File: src/sv/apg_pkg.sv
`timescale 1ns / 1ps
// ----------------------------------------------------------------------------
// apg_pkg
// Shared widths, constants and the CORDIC arctangent table for the arc
// point generator.
// ----------------------------------------------------------------------------
package apg_pkg;

  localparam int MAX_POINTS   = 64;
  localparam int CORDIC_STEPS = 24;

  localparam int COORD_W = 32;              // Q16.16 coordinate
  localparam int VEC_W   = 52;              // guarded CORDIC x/y
  localparam int ANG_W   = 32;              // fraction of a turn
  localparam int Z_W     = 34;              // CORDIC angle accumulator
  localparam int ITER_W  = 5;               // index into the 32-entry table
  localparam int CNT_W   = 7;               // point count register
  localparam int IDX_W   = 6;               // point index
  localparam int DIV_W   = 6;               // divisor (point count - 1)
  localparam int SWP_W   = 33;              // swept angle, up to a full turn
  localparam int GAIN_W  = 30;

  localparam logic [CNT_W-1:0]  POINT_COUNT_RST = 7'd16;
  localparam logic [GAIN_W-1:0] INV_GAIN        = 30'd652032875;

  localparam logic [29:0] ATAN_TURN [32] = '{
    30'd536870912, 30'd316933406, 30'd167458907, 30'd85004756, 30'd42667331,
    30'd21354465,  30'd10679838,  30'd5340245,   30'd2670163,  30'd1335087,
    30'd667544,    30'd333772,    30'd166886,    30'd83443,    30'd41722,
    30'd20861,     30'd10430,     30'd5215,      30'd2608,     30'd1304,
    30'd652,       30'd326,       30'd163,       30'd81,       30'd41,
    30'd20,        30'd10,        30'd5,         30'd3,        30'd1,
    30'd1,         30'd0
  };

  typedef struct packed {
    logic start;
    logic vectoring;   // 1: drive y to zero, 0: rotate by z
  } cordic_ctl_t;

endpackage

File: src/sv/apg_mul.sv
`timescale 1ns / 1ps
// ----------------------------------------------------------------------------
// apg_mul
// Gain correction: a * INV_GAIN / 2^30, rounded half up, from two partial
// products, low half then high half, summed in a final step.
// ----------------------------------------------------------------------------
module apg_mul (
  input  logic                      clk_i,
  input  logic                      rst_ni,
  input  logic                      start_i,
  input  logic [apg_pkg::VEC_W-1:0] a_i,
  output logic [apg_pkg::VEC_W-1:0] p_o,
  output logic                      done_o
);
  import apg_pkg::*;

  typedef enum logic [1:0] {M_IDLE, M_LO, M_HI, M_SUM} mstate_e;

  mstate_e          state_q;
  logic [VEC_W-1:0] a_q, p_q;
  logic [61:0]      lo_q;
  logic [49:0]      hi_q;
  logic             done_q;

  always_ff @(posedge clk_i or negedge rst_ni) begin
    if (!rst_ni) begin
      state_q <= M_IDLE;
      done_q  <= 1'b0;
    end else begin
      done_q <= 1'b0;
      case (state_q)
        M_IDLE: begin
          if (start_i) begin
            a_q     <= a_i;
            state_q <= M_LO;
          end
        end
        M_LO: begin
          lo_q    <= 62'(a_q[31:0] * INV_GAIN);
          state_q <= M_HI;
        end
        M_HI: begin
          hi_q    <= 50'(a_q[VEC_W-1:32] * INV_GAIN);
          state_q <= M_SUM;
        end
        M_SUM: begin
          p_q     <= VEC_W'({hi_q, 2'b00}) + VEC_W'((lo_q + 62'd536870912) >> 30);
          done_q  <= 1'b1;
          state_q <= M_IDLE;
        end
        default: state_q <= M_IDLE;
      endcase
    end
  end

  assign p_o    = p_q;
  assign done_o = done_q;

endmodule

File: config.mk
export PLATFORM = sky130hd
export DESIGN_NAME = apg_mul
export DESIGN_NICKNAME = d
export VERILOG_FILES = /design/src/sv/apg_pkg.sv /design/src/sv/apg_mul.sv
export SDC_FILE = /design/constraint.sdc
export NUM_CORES = 2
export LEC_CHECK = 0
export ABC_CLOCK_PERIOD_IN_PS = 10300
export BUFFER_PORTS_ARGS = -buffer_cell sky130_fd_sc_hd__buf_4
export CAP_MARGIN = 5
export CORE_AREA = 5 5 399 283
export CTS_CLUSTER_DIAMETER = 200
export DETAILED_ROUTE_END_ITERATION = 8
export DIE_AREA = 0 0 404 288
export PLACE_DENSITY = 0.55
export SETUP_SLACK_MARGIN = 0.4
export SYNTH_ARGS = -nofsm -noshare
export SYNTH_HDL_FRONTEND = slang
export SYNTH_SLANG_ARGS = --single-unit
File: constraint.sdc
create_clock -name clk_i -period 10.3 [get_ports clk_i]
set_clock_uncertainty 0.05 [all_clocks]
set_input_delay 1.03 -clock clk_i [delete_from_list [all_inputs] [get_ports clk_i]]
set_output_delay 1.03 -clock clk_i [all_outputs]
set_load 0.01 [all_outputs]
==> metrics.md <==
| Metric | Value |
|---|---|
| Outcome | `completed` |
| CP Capture Type | `register` |
| Sink Count | `190` |
| Worst min path class | `in2async` |
| Post-CTS resize count | `0` |
| Synthesized instance count | `3495` |
| Final Critical Period | `roughly 8200 ps` |
| Initial antenna violation count | `1` |
| RSZ-0062 raised after global routing | `no` |
| Post CTS Setup Buffer Count | `0` |
| Drt wl/cell | `20.6 um` |
| Port Buffers | `107` |
| Endpoints failing hold | `0` |
| CP Max Fanout | `9` |
| Most common cell after layout, fill and taps aside | `inv_1` |
| Synth Flop Type | `edfxtp_1` |
| Worst skew pair latency | `530 ps` |
| Drt total wl | `104000 um` |
| Initial DRC count | `1887` |
| Nets@finish | `roughly 5000` |
| Placer Congestion | `0.978` |
| Syn avg cell area | `10.8 um2` |
| Largest net degree at the start of global routing | `53` |
| Synth warn | `0` |
| Vias in the first global route | `25300` |
| DRC | `0` |
| Crit-path max cell delay | `900 ps` |
| CP delay by family, top | `adder cells` |
| FP Rows | `102` |
| Final setup fails | `0` |
| Worst Setup Start Kind | `register` |
| Worst Path Buf+Inv | `4` |
| CP Class | `reg2reg` |
| Hpwl dp | `93300 um` |
| Worst-Margin Slew | `1110 ps` |
| Period utilization | `80.1%` |
| Max clock buf depth | `2` |
| GRT Residual Overflow | `0` |
| Syn Std Cell Area | `~38000 um2` |
| CTS clk-pin slew, worst paths | `roughly 90 ps` |
| Slowest-stage cell, CP | `o31ai_1` |
| TritonCTS Buffers | `17` |
| Seq/Total Area, Yosys | `15.1%` |
| CTS hold repair buffers | `0` |
| Max_slew headroom | `25.0%` |
| CTS tree | `yes` |
| Routed Antenna Nets | `0` |
| Most frequent cells in the layout | `inv_1, fa_1, ha_1, edfxtp_1, buf_4` |
| IO Pins | `108` |
| Root buffer cell | `clkbuf_16` |
| Die X-Extent | `between 400 and 500 um` |
| Max Freq | `121 MHz` |
| Pins over their slew limit | `0` |
| Layout area overhead | `8.54%` |
| DR pass1 iterations | `7` |
| Core area | `between 100000 and 150000 um2` |
| Initial Util | `between 30% and 40%` |
| First-pass GRT wire length | `160000 um` |
| Yosys reg bits | `190` |
| Cell mode on critical path | `fa_1` |
| Worst Path Arrival | `8470 ps` |
| Post-synth EDFFs | `187` |
| H-Tree Depth | `4` |
| Fraction of final layout cells sized beyond drive strength 1 | `under 10%` |
| Asr flop ratio synth | `1.58%` |
| Max_cap viols | `0` |
| Synth unique cells | `68` |
| Setup TNS | `0 ps` |
| Vias | `24200` |
| Critical Path RT | `10520 ps` |
| Global-route usage over all layers | `18.7%` |
| Critical path, cell by cell | `inv_1 -> fa_1 -> fa_1 -> inv_1 -> fa_1 -> inv_1 -> fa_1 -> inv_1 -> fa_1 -> fa_1 -> fa_1 -> fa_1 -> ha_1 -> and4_1 -> and3_1 -> nand3_1 -> o31ai_1 -> a31oi_2 -> o21ai_1 -> a221oi_2 -> xnor2_1` |
| Full die area | `116000 um2` |
| Syn Nets | `4883` |
| Die span in y | `288 um` |
| Via-to-Cell Ratio | `~4.8` |
stage by stage:
| step | util [%] | instances | worst slack [ps] | cell area [um2] | hold slack, ps |
|---|---|---|---|---|---|
| floorplan | - | 3495 | 3140 | 37700 | 476 |
| global placement | 36.9 | 5038 | 2360 | 40300 | 515 |
| detailed placement | 36.9 | 5038 | 2230 | 40300 | 501 |
| CTS | 37.5 | 5070 | 2200 | 40900 | 177 |
| global route | 37.5 | 5070 | 1760 | 40900 | 186 |
| finish | 37.5 | 5071 | 2050 | 40900 | 231 |
layout make-up:
cell class	count	area [um2]
Clock inverter	15	220
Sequential cell	190	5690
Multi-Input combinational cell	2222	28000
Fill cell	11000	68300
Timing Repair Buffer	114	856
Antenna cell	1	2.50
Inverter	1056	3960
Clock buffer	17	425
Tap cell	1456	1820
kinds of logic after synthesis:
family	synth area share, %
AOI/OAI and AO/OA	6.80
xor gates and xnor gates	3.65
adders and majority gates	59.1
buffers and inverters	10.8
DFF	15.1
muxes	0.0265
and+or+nand+nor	4.52
cell usage after synthesis (19+ instances only):
| cell | instances | area share, % |
|---|---|---|
| inv_1 | 1056 | 11 |
| fa_1 | 748 | 40 |
| ha_1 | 585 | 19 |
| edfxtp_1 | 187 | 15 |
| a21oi_1 | 112 | 1.5 |
| xnor2_1 | 96 | 2.2 |
| a21o_1 | 86 | 1.7 |
| nand2_1 | 84 | 0.84 |
| nor2_1 | 79 | 0.79 |
| xor2_1 | 61 | 1.4 |
| nand3_1 | 49 | 0.65 |
| o21ai_0 | 44 | 0.58 |
| and3_1 | 32 | 0.53 |
| nand4_1 | 29 | 0.48 |
| clkbuf_1 | 26 | 0.26 |
| a31oi_1 | 19 | 0.32 |
worst paths after layout:
kind	endpoint	slack [ps]	cells after the start	start
setup / recovery	lo_q[61]	2050	21	a_q[14]
hold / removal	done_o	230	1	rst_ni
setup reg to reg	lo_q[61]	2050	21	a_q[14]
hold reg to reg	p_o[0]	530	1	lo_q[29]
max in group asynchronous	state_q[0]	9860	1	rst_ni
min in group clk_i	p_o[0]	530	1	lo_q[29]
per-layer routing:
layer / GRT usage (%) / up-vias / part of all wire (%)
li1: - / 11200 / -
met1: 30.0 / 12300 / 51
met2: 24.5 / 724 / 38
met3: 5.34 / 61 / 8.9
met4: 3.82 / 0 / 1.5
met5: 0 / - / 0
flip-flops by register name, summed over array words and instances, names as in the netlist:
signal,cells
done_o,1
p_o,52
a_q,52
state_q,2
lo_q,33
hi_q,50
worst reg2reg max path, cell delays in order, from the launching register on:
cell and delay [ps]:
edfxtp_1 580, inv_1 300, fa_1 490, fa_1 530, inv_1 60, fa_1 500, inv_1 50, fa_1 520
inv_1 50, fa_1 500, fa_1 430, fa_1 510, fa_1 420, ha_1 490, and4_1 250, and3_1 250
nand3_1 200, o31ai_1 900, a31oi_2 300, o21ai_1 360, a221oi_2 110, xnor2_1 150
Power is not shown: default switching activity piles up to over one toggle a cycle in this logic, so the estimate is an artifact.
