File: src/sv/apg_pkg.sv
`timescale 1ns / 1ps
// ----------------------------------------------------------------------------
// apg_pkg
// Shared widths, constants and the CORDIC arctangent table for the arc
// point generator.
// ----------------------------------------------------------------------------
package apg_pkg;

  localparam int MAX_POINTS   = 64;
  localparam int CORDIC_STEPS = 24;

  localparam int COORD_W = 32;              // Q16.16 coordinate
  localparam int VEC_W   = 52;              // guarded CORDIC x/y
  localparam int ANG_W   = 32;              // fraction of a turn
  localparam int Z_W     = 34;              // CORDIC angle accumulator
  localparam int ITER_W  = 5;               // index into the 32-entry table
  localparam int CNT_W   = 7;               // point count register
  localparam int IDX_W   = 6;               // point index
  localparam int DIV_W   = 6;               // divisor (point count - 1)
  localparam int SWP_W   = 33;              // swept angle, up to a full turn
  localparam int GAIN_W  = 30;

  localparam logic [CNT_W-1:0]  POINT_COUNT_RST = 7'd16;
  localparam logic [GAIN_W-1:0] INV_GAIN        = 30'd652032875;

  localparam logic [29:0] ATAN_TURN [32] = '{
    30'd536870912, 30'd316933406, 30'd167458907, 30'd85004756, 30'd42667331,
    30'd21354465,  30'd10679838,  30'd5340245,   30'd2670163,  30'd1335087,
    30'd667544,    30'd333772,    30'd166886,    30'd83443,    30'd41722,
    30'd20861,     30'd10430,     30'd5215,      30'd2608,     30'd1304,
    30'd652,       30'd326,       30'd163,       30'd81,       30'd41,
    30'd20,        30'd10,        30'd5,         30'd3,        30'd1,
    30'd1,         30'd0
  };

  typedef struct packed {
    logic start;
    logic vectoring;   // 1: drive y to zero, 0: rotate by z
  } cordic_ctl_t;

endpackage

File: src/sv/apg_div.sv
`timescale 1ns / 1ps
// ----------------------------------------------------------------------------
// apg_div
// Restoring divider, one quotient bit per cycle: sweep / (point count - 1).
// ----------------------------------------------------------------------------
module apg_div (
  input  logic                      clk_i,
  input  logic                      rst_ni,
  input  logic                      start_i,
  input  logic [apg_pkg::SWP_W-1:0] dividend_i,
  input  logic [apg_pkg::DIV_W-1:0] divisor_i,
  output logic [apg_pkg::SWP_W-1:0] quot_o,
  output logic [apg_pkg::DIV_W-1:0] rem_o,
  output logic                      done_o
);
  import apg_pkg::*;

  localparam int BIT_W = $clog2(SWP_W);

  logic [SWP_W-1:0] quot_q;
  logic [DIV_W-1:0] rem_q, dvs_q;
  logic [DIV_W:0]   trial;
  logic [BIT_W-1:0] bit_q;
  logic             busy_q, done_q, fits;

  assign trial = {rem_q, quot_q[SWP_W-1]};
  assign fits  = trial >= {1'b0, dvs_q};

  always_ff @(posedge clk_i or negedge rst_ni) begin
    if (!rst_ni) begin
      busy_q <= 1'b0;
      done_q <= 1'b0;
      bit_q  <= '0;
    end else begin
      done_q <= 1'b0;
      if (start_i) begin
        busy_q <= 1'b1;
        bit_q  <= '0;
        quot_q <= dividend_i;
        rem_q  <= '0;
        dvs_q  <= divisor_i;
      end else if (busy_q) begin
        // shift the dividend out of the top while quotient bits enter below
        rem_q  <= fits ? DIV_W'(trial - {1'b0, dvs_q}) : DIV_W'(trial);
        quot_q <= {quot_q[SWP_W-2:0], fits};
        bit_q  <= bit_q + 1'b1;
        if (bit_q == BIT_W'(SWP_W - 1)) begin
          busy_q <= 1'b0;
          done_q <= 1'b1;
        end
      end
    end
  end

  assign quot_o = quot_q;
  assign rem_o  = rem_q;
  assign done_o = done_q;

endmodule

File: config.mk
export PLATFORM = sky130hd
export DESIGN_NAME = apg_div
export DESIGN_NICKNAME = d
export VERILOG_FILES = /design/src/sv/apg_pkg.sv /design/src/sv/apg_div.sv
export SDC_FILE = /design/constraint.sdc
export NUM_CORES = 1
export LEC_CHECK = 0
export BUFFER_PORTS_ARGS = -buffer_cell sky130_fd_sc_hd__buf_2
export CELL_PAD_IN_SITES_DETAIL_PLACEMENT = 0
export CELL_PAD_IN_SITES_GLOBAL_PLACEMENT = 1
export CORE_ASPECT_RATIO = 1.1
export CORE_MARGIN = 2
export CORE_UTILIZATION = 40
export DETAILED_ROUTE_END_ITERATION = 12
export PLACE_DENSITY_LB_ADDON = 0.1
export SLEW_MARGIN = 5
export SYNTH_ARGS = -nofsm -noshare
export SYNTH_HDL_FRONTEND = slang
export SYNTH_SLANG_ARGS = --single-unit
File: constraint.sdc
create_clock -name clk_i -period 3.2 [get_ports clk_i]
set_input_delay 0.16 -clock clk_i [delete_from_list [all_inputs] [get_ports clk_i]]
set_output_delay 0.16 -clock clk_i [all_outputs]
set_load 0.05 [all_outputs]
==> impl_metrics.toml <==
[run_status]
status = "completed"

[drt]
vias_per_cell = 4.840
vias = 1689
drtAntennaViolNets = 0
drt_pre_antenna_iters = 4
wire_per_inst_um = 14.64
drc = 0
drt-initial-drc-count = 64
totalWireLength_mm = 5.109

[timing]
finClkSkew_ps = 6.471
post-route-period-util_pct = 74.51
hold_viol_final = 0
max_freq_mhz = 419.4
period_minus_slack_ps = 2384
hold_slack_ps = 24.18
rsz0062_at_grt = "false"
max_slew_margin_pct = 62.05
slew_violations = 0
setup_viol = 0
tns_ps = 0
worst-slew-pin-transition_ps = 569.2

[hold_path]
min_path_cells = 1
hold_class = "primary input to flip-flop"
min-delay-start = "divisor_i[3]"
hold_end = "dvs_q[3]$_DFFE_PP_"

[synthesis]
ys_warn_count = 0
syn-num-nets = 235
netlist_instances = 183
syn_area_um2 = 2575
ys_ff_latch = 53
seq_area_frac_synth_pct = 60.25
ys_types = 34
avgSynthCellArea_um2 = 14.07

[placed_design]
postPlaceCellArea_um2 = 3084
io_buffers = 81
hpwl_mm = 3.517
place_congestion = 0.7475

[setup_path]
crit_buf_inv = 0
cp_cell_sequence = "ha_1, a21o_1, a211o_1, a41oi_4, mux2i_1, a211oi_1"
r2r-end = "rem_o[4]$_SDFFCE_PP0P_"
start_kind = "flip-flop"
rr_startpoint = "rem_o[3]$_SDFFCE_PP0P_"
path_max_fanout = 10
worstRegToRegCells = 6
critPathMaxStageDelay_ps = 460
crit_path_start = "rem_o[3]$_SDFFCE_PP0P_"
path_delay_family = "compound AO/OA/AOI/OAI gates"
cp-end-kind = "flip-flop"
required_ps = 3320
ff2ff_setup_slack_ps = 820
cp.arrival_ps = 2510
critical_path_class = "flip-flop to flip-flop"
cpMaxStageDelayCell = "edfxtp_1"

[cells_and_area]
num_antenna_cells = 0
final_util_pct = 51.41
nets = 320
design_area_um2 = 3184
drive_above_1_share_pct = 47.21
syn_to_final_growth_pct = 23.66
num-fill-cells = 569

[clock_tree]
post_cts_resize_count = 0
cts.clk_slew.worst_paths_ps = 100
cts_root_buf = "clkbuf_8"
cts.sinks = 53
post_cts_buffers = 0
cts_max_level = 2
clock_latency_ps = 310
tritoncts = "built"
numCtsBuffers = 5
clockBufferDepth = 2

[power]
power_w = 0.001694
leakagePower_nw = 1.366
ir_drop_uv = 319.7
power_density_nw_per_um2 = 531.8

[floorplan]
die_w_um = 80.50
die_y_um = 88.15
std_cell_rows = 30
design.portCount = 82
core_um2 = 6193
initial_utilization_pct = 41.58
dieArea_um2 = 7096

[global_routing]
overflow = 0
grt_max_degree = 34
first_global_vias = 1694
grt_usage_pct = 15.44
grt_pass1_wl_mm = 8.280
antenna_found_initial = 0

[flow_run]
max_cap_violations = 0
==> metal layers <==
layer / vias up / share of wire (%) / GRT usage (%)
li1: 844 / - / -
met1: 794 / 47 / 20.52
met4: 0 / 1.4 / 4.622
met3: 5 / 6.6 / 5.361
met5: - / 0 / 0
met2: 46 / 45 / 24.02
==> report_power, final <==
group	switching, W	internal [W]	total [W]
Combinational	0.000293	0.000158	0.000452
Clock	0.000233	0.000156	0.000389
Sequential	0.0000348	0.000818	0.000853
Total	0.000561	0.00113	0.00169
==> cells by family after synthesis <==
| group | Yosys count | share of synthesized area [%] |
|---|---|---|
| AND/OR/NAND/NOR | 39 | 7.629 |
| buffers and inverters | 17 | 2.478 |
| AO/OA/AOI/OAI | 19 | 5.782 |
| XOR/XNOR | 7 | 2.381 |
| adder cells (fa/ha/maj) | 10 | 5.151 |
| flip-flops | 53 | 60.25 |
| multiplexers | 38 | 16.33 |
==> state kept, by name, summed over array words and instances (netlist names) <==
name and cells:
quot_o 33, bit_q 6, dvs_q 6, rem_o 6, busy_q 1, done_o 1
==> layout make-up <==
cell class | count | area (um^2) | share of cell area (%)
clock inverter | 3 | 21.27 | 0.6680
multi-input combinational | 113 | 967.2 | 30.37
clock buffer | 5 | 68.82 | 2.161
inverter | 10 | 37.54 | 1.179
tap | 80 | 100.1 | 3.143
sequential | 53 | 1551 | 48.72
timing repair buffer | 85 | 437.9 | 13.75
==> synthesized netlist by cell type, drive strengths merged <==
master	instances	area share (%)
a211o	1	0.34
a211oi	3	0.87
a21o	2	0.58
a21oi	5	0.97
a221oi	1	0.34
a311oi	2	0.68
a41oi	1	1.1
and2	2	0.49
and3	1	0.24
buf	4	0.58
clkbuf	3	0.44
dfrtp	8	7.8
edfxtp	45	52
fa	1	0.78
ha	9	4.4
inv	10	1.5
mux2	32	14
mux2i	6	2.3
nand2	5	0.73
nand2b	2	0.49
nand4	2	0.49
nand4b	1	0.34
nor2	17	2.5
nor2b	4	0.97
nor3b	1	0.29
nor4	1	0.24
o21ai	3	0.58
o311ai	1	0.34
or2	1	0.24
or3	1	0.24
or4b	1	0.39
xnor2	2	0.68
xor2	5	1.7
==> worst register-to-register path, cell delays in order, from the launching register on <==
cell and delay [ps]:
edfxtp_1 460, ha_1 420, a21o_1 190, a211o_1 320
a41oi_4 380, mux2i_1 140, a211oi_1 290
==> stage by stage <==
step	cells	setup WS, ps
5_1_grt	349	668.8
3_3_place_gp	340	933.0
6_report	349	815.6
4_1_cts	349	806.4
2_1_floorplan	183	609.3
3_5_place_dp	340	835.1
==> cells in the final DEF (no fill, tap or decap), drive strengths merged, types with 2 or more instances in the layout <==
master and instances:
and2 2, nand4 2, xor2 5, nor2 17, a21o 2, nand2 5
nor2b 4, mux2 32, xnor2 2, mux2i 6, o21ai 3, dfrtp 8
ha 9, a311oi 2, inv 11, a21oi 5, clkbuf 5, a211oi 3
nand2b 2, edfxtp 45, buf 84
==> how the worst max path moves through the flow <==
stage	to	slack [ps]	cells after the start
global placement	rem_o[4]$_SDFFCE_PP0P_	930	6
floorplan	quot_o[0]$_DFFE_PP_	610	3
global route	rem_o[4]$_SDFFCE_PP0P_	670	6
detailed placement	rem_o[4]$_SDFFCE_PP0P_	840	6
finish	rem_o[4]$_SDFFCE_PP0P_	820	6
CTS	rem_o[4]$_SDFFCE_PP0P_	810	6
==> timing repair <==
item / 4_1_cts / 5_1_grt
hold buffers: 1 / 0
endpoints found under the setup margin: 0 / 0
hold endpoints to repair: 8 / 0
No activity file was read; power rests on OpenSTA's default activity.
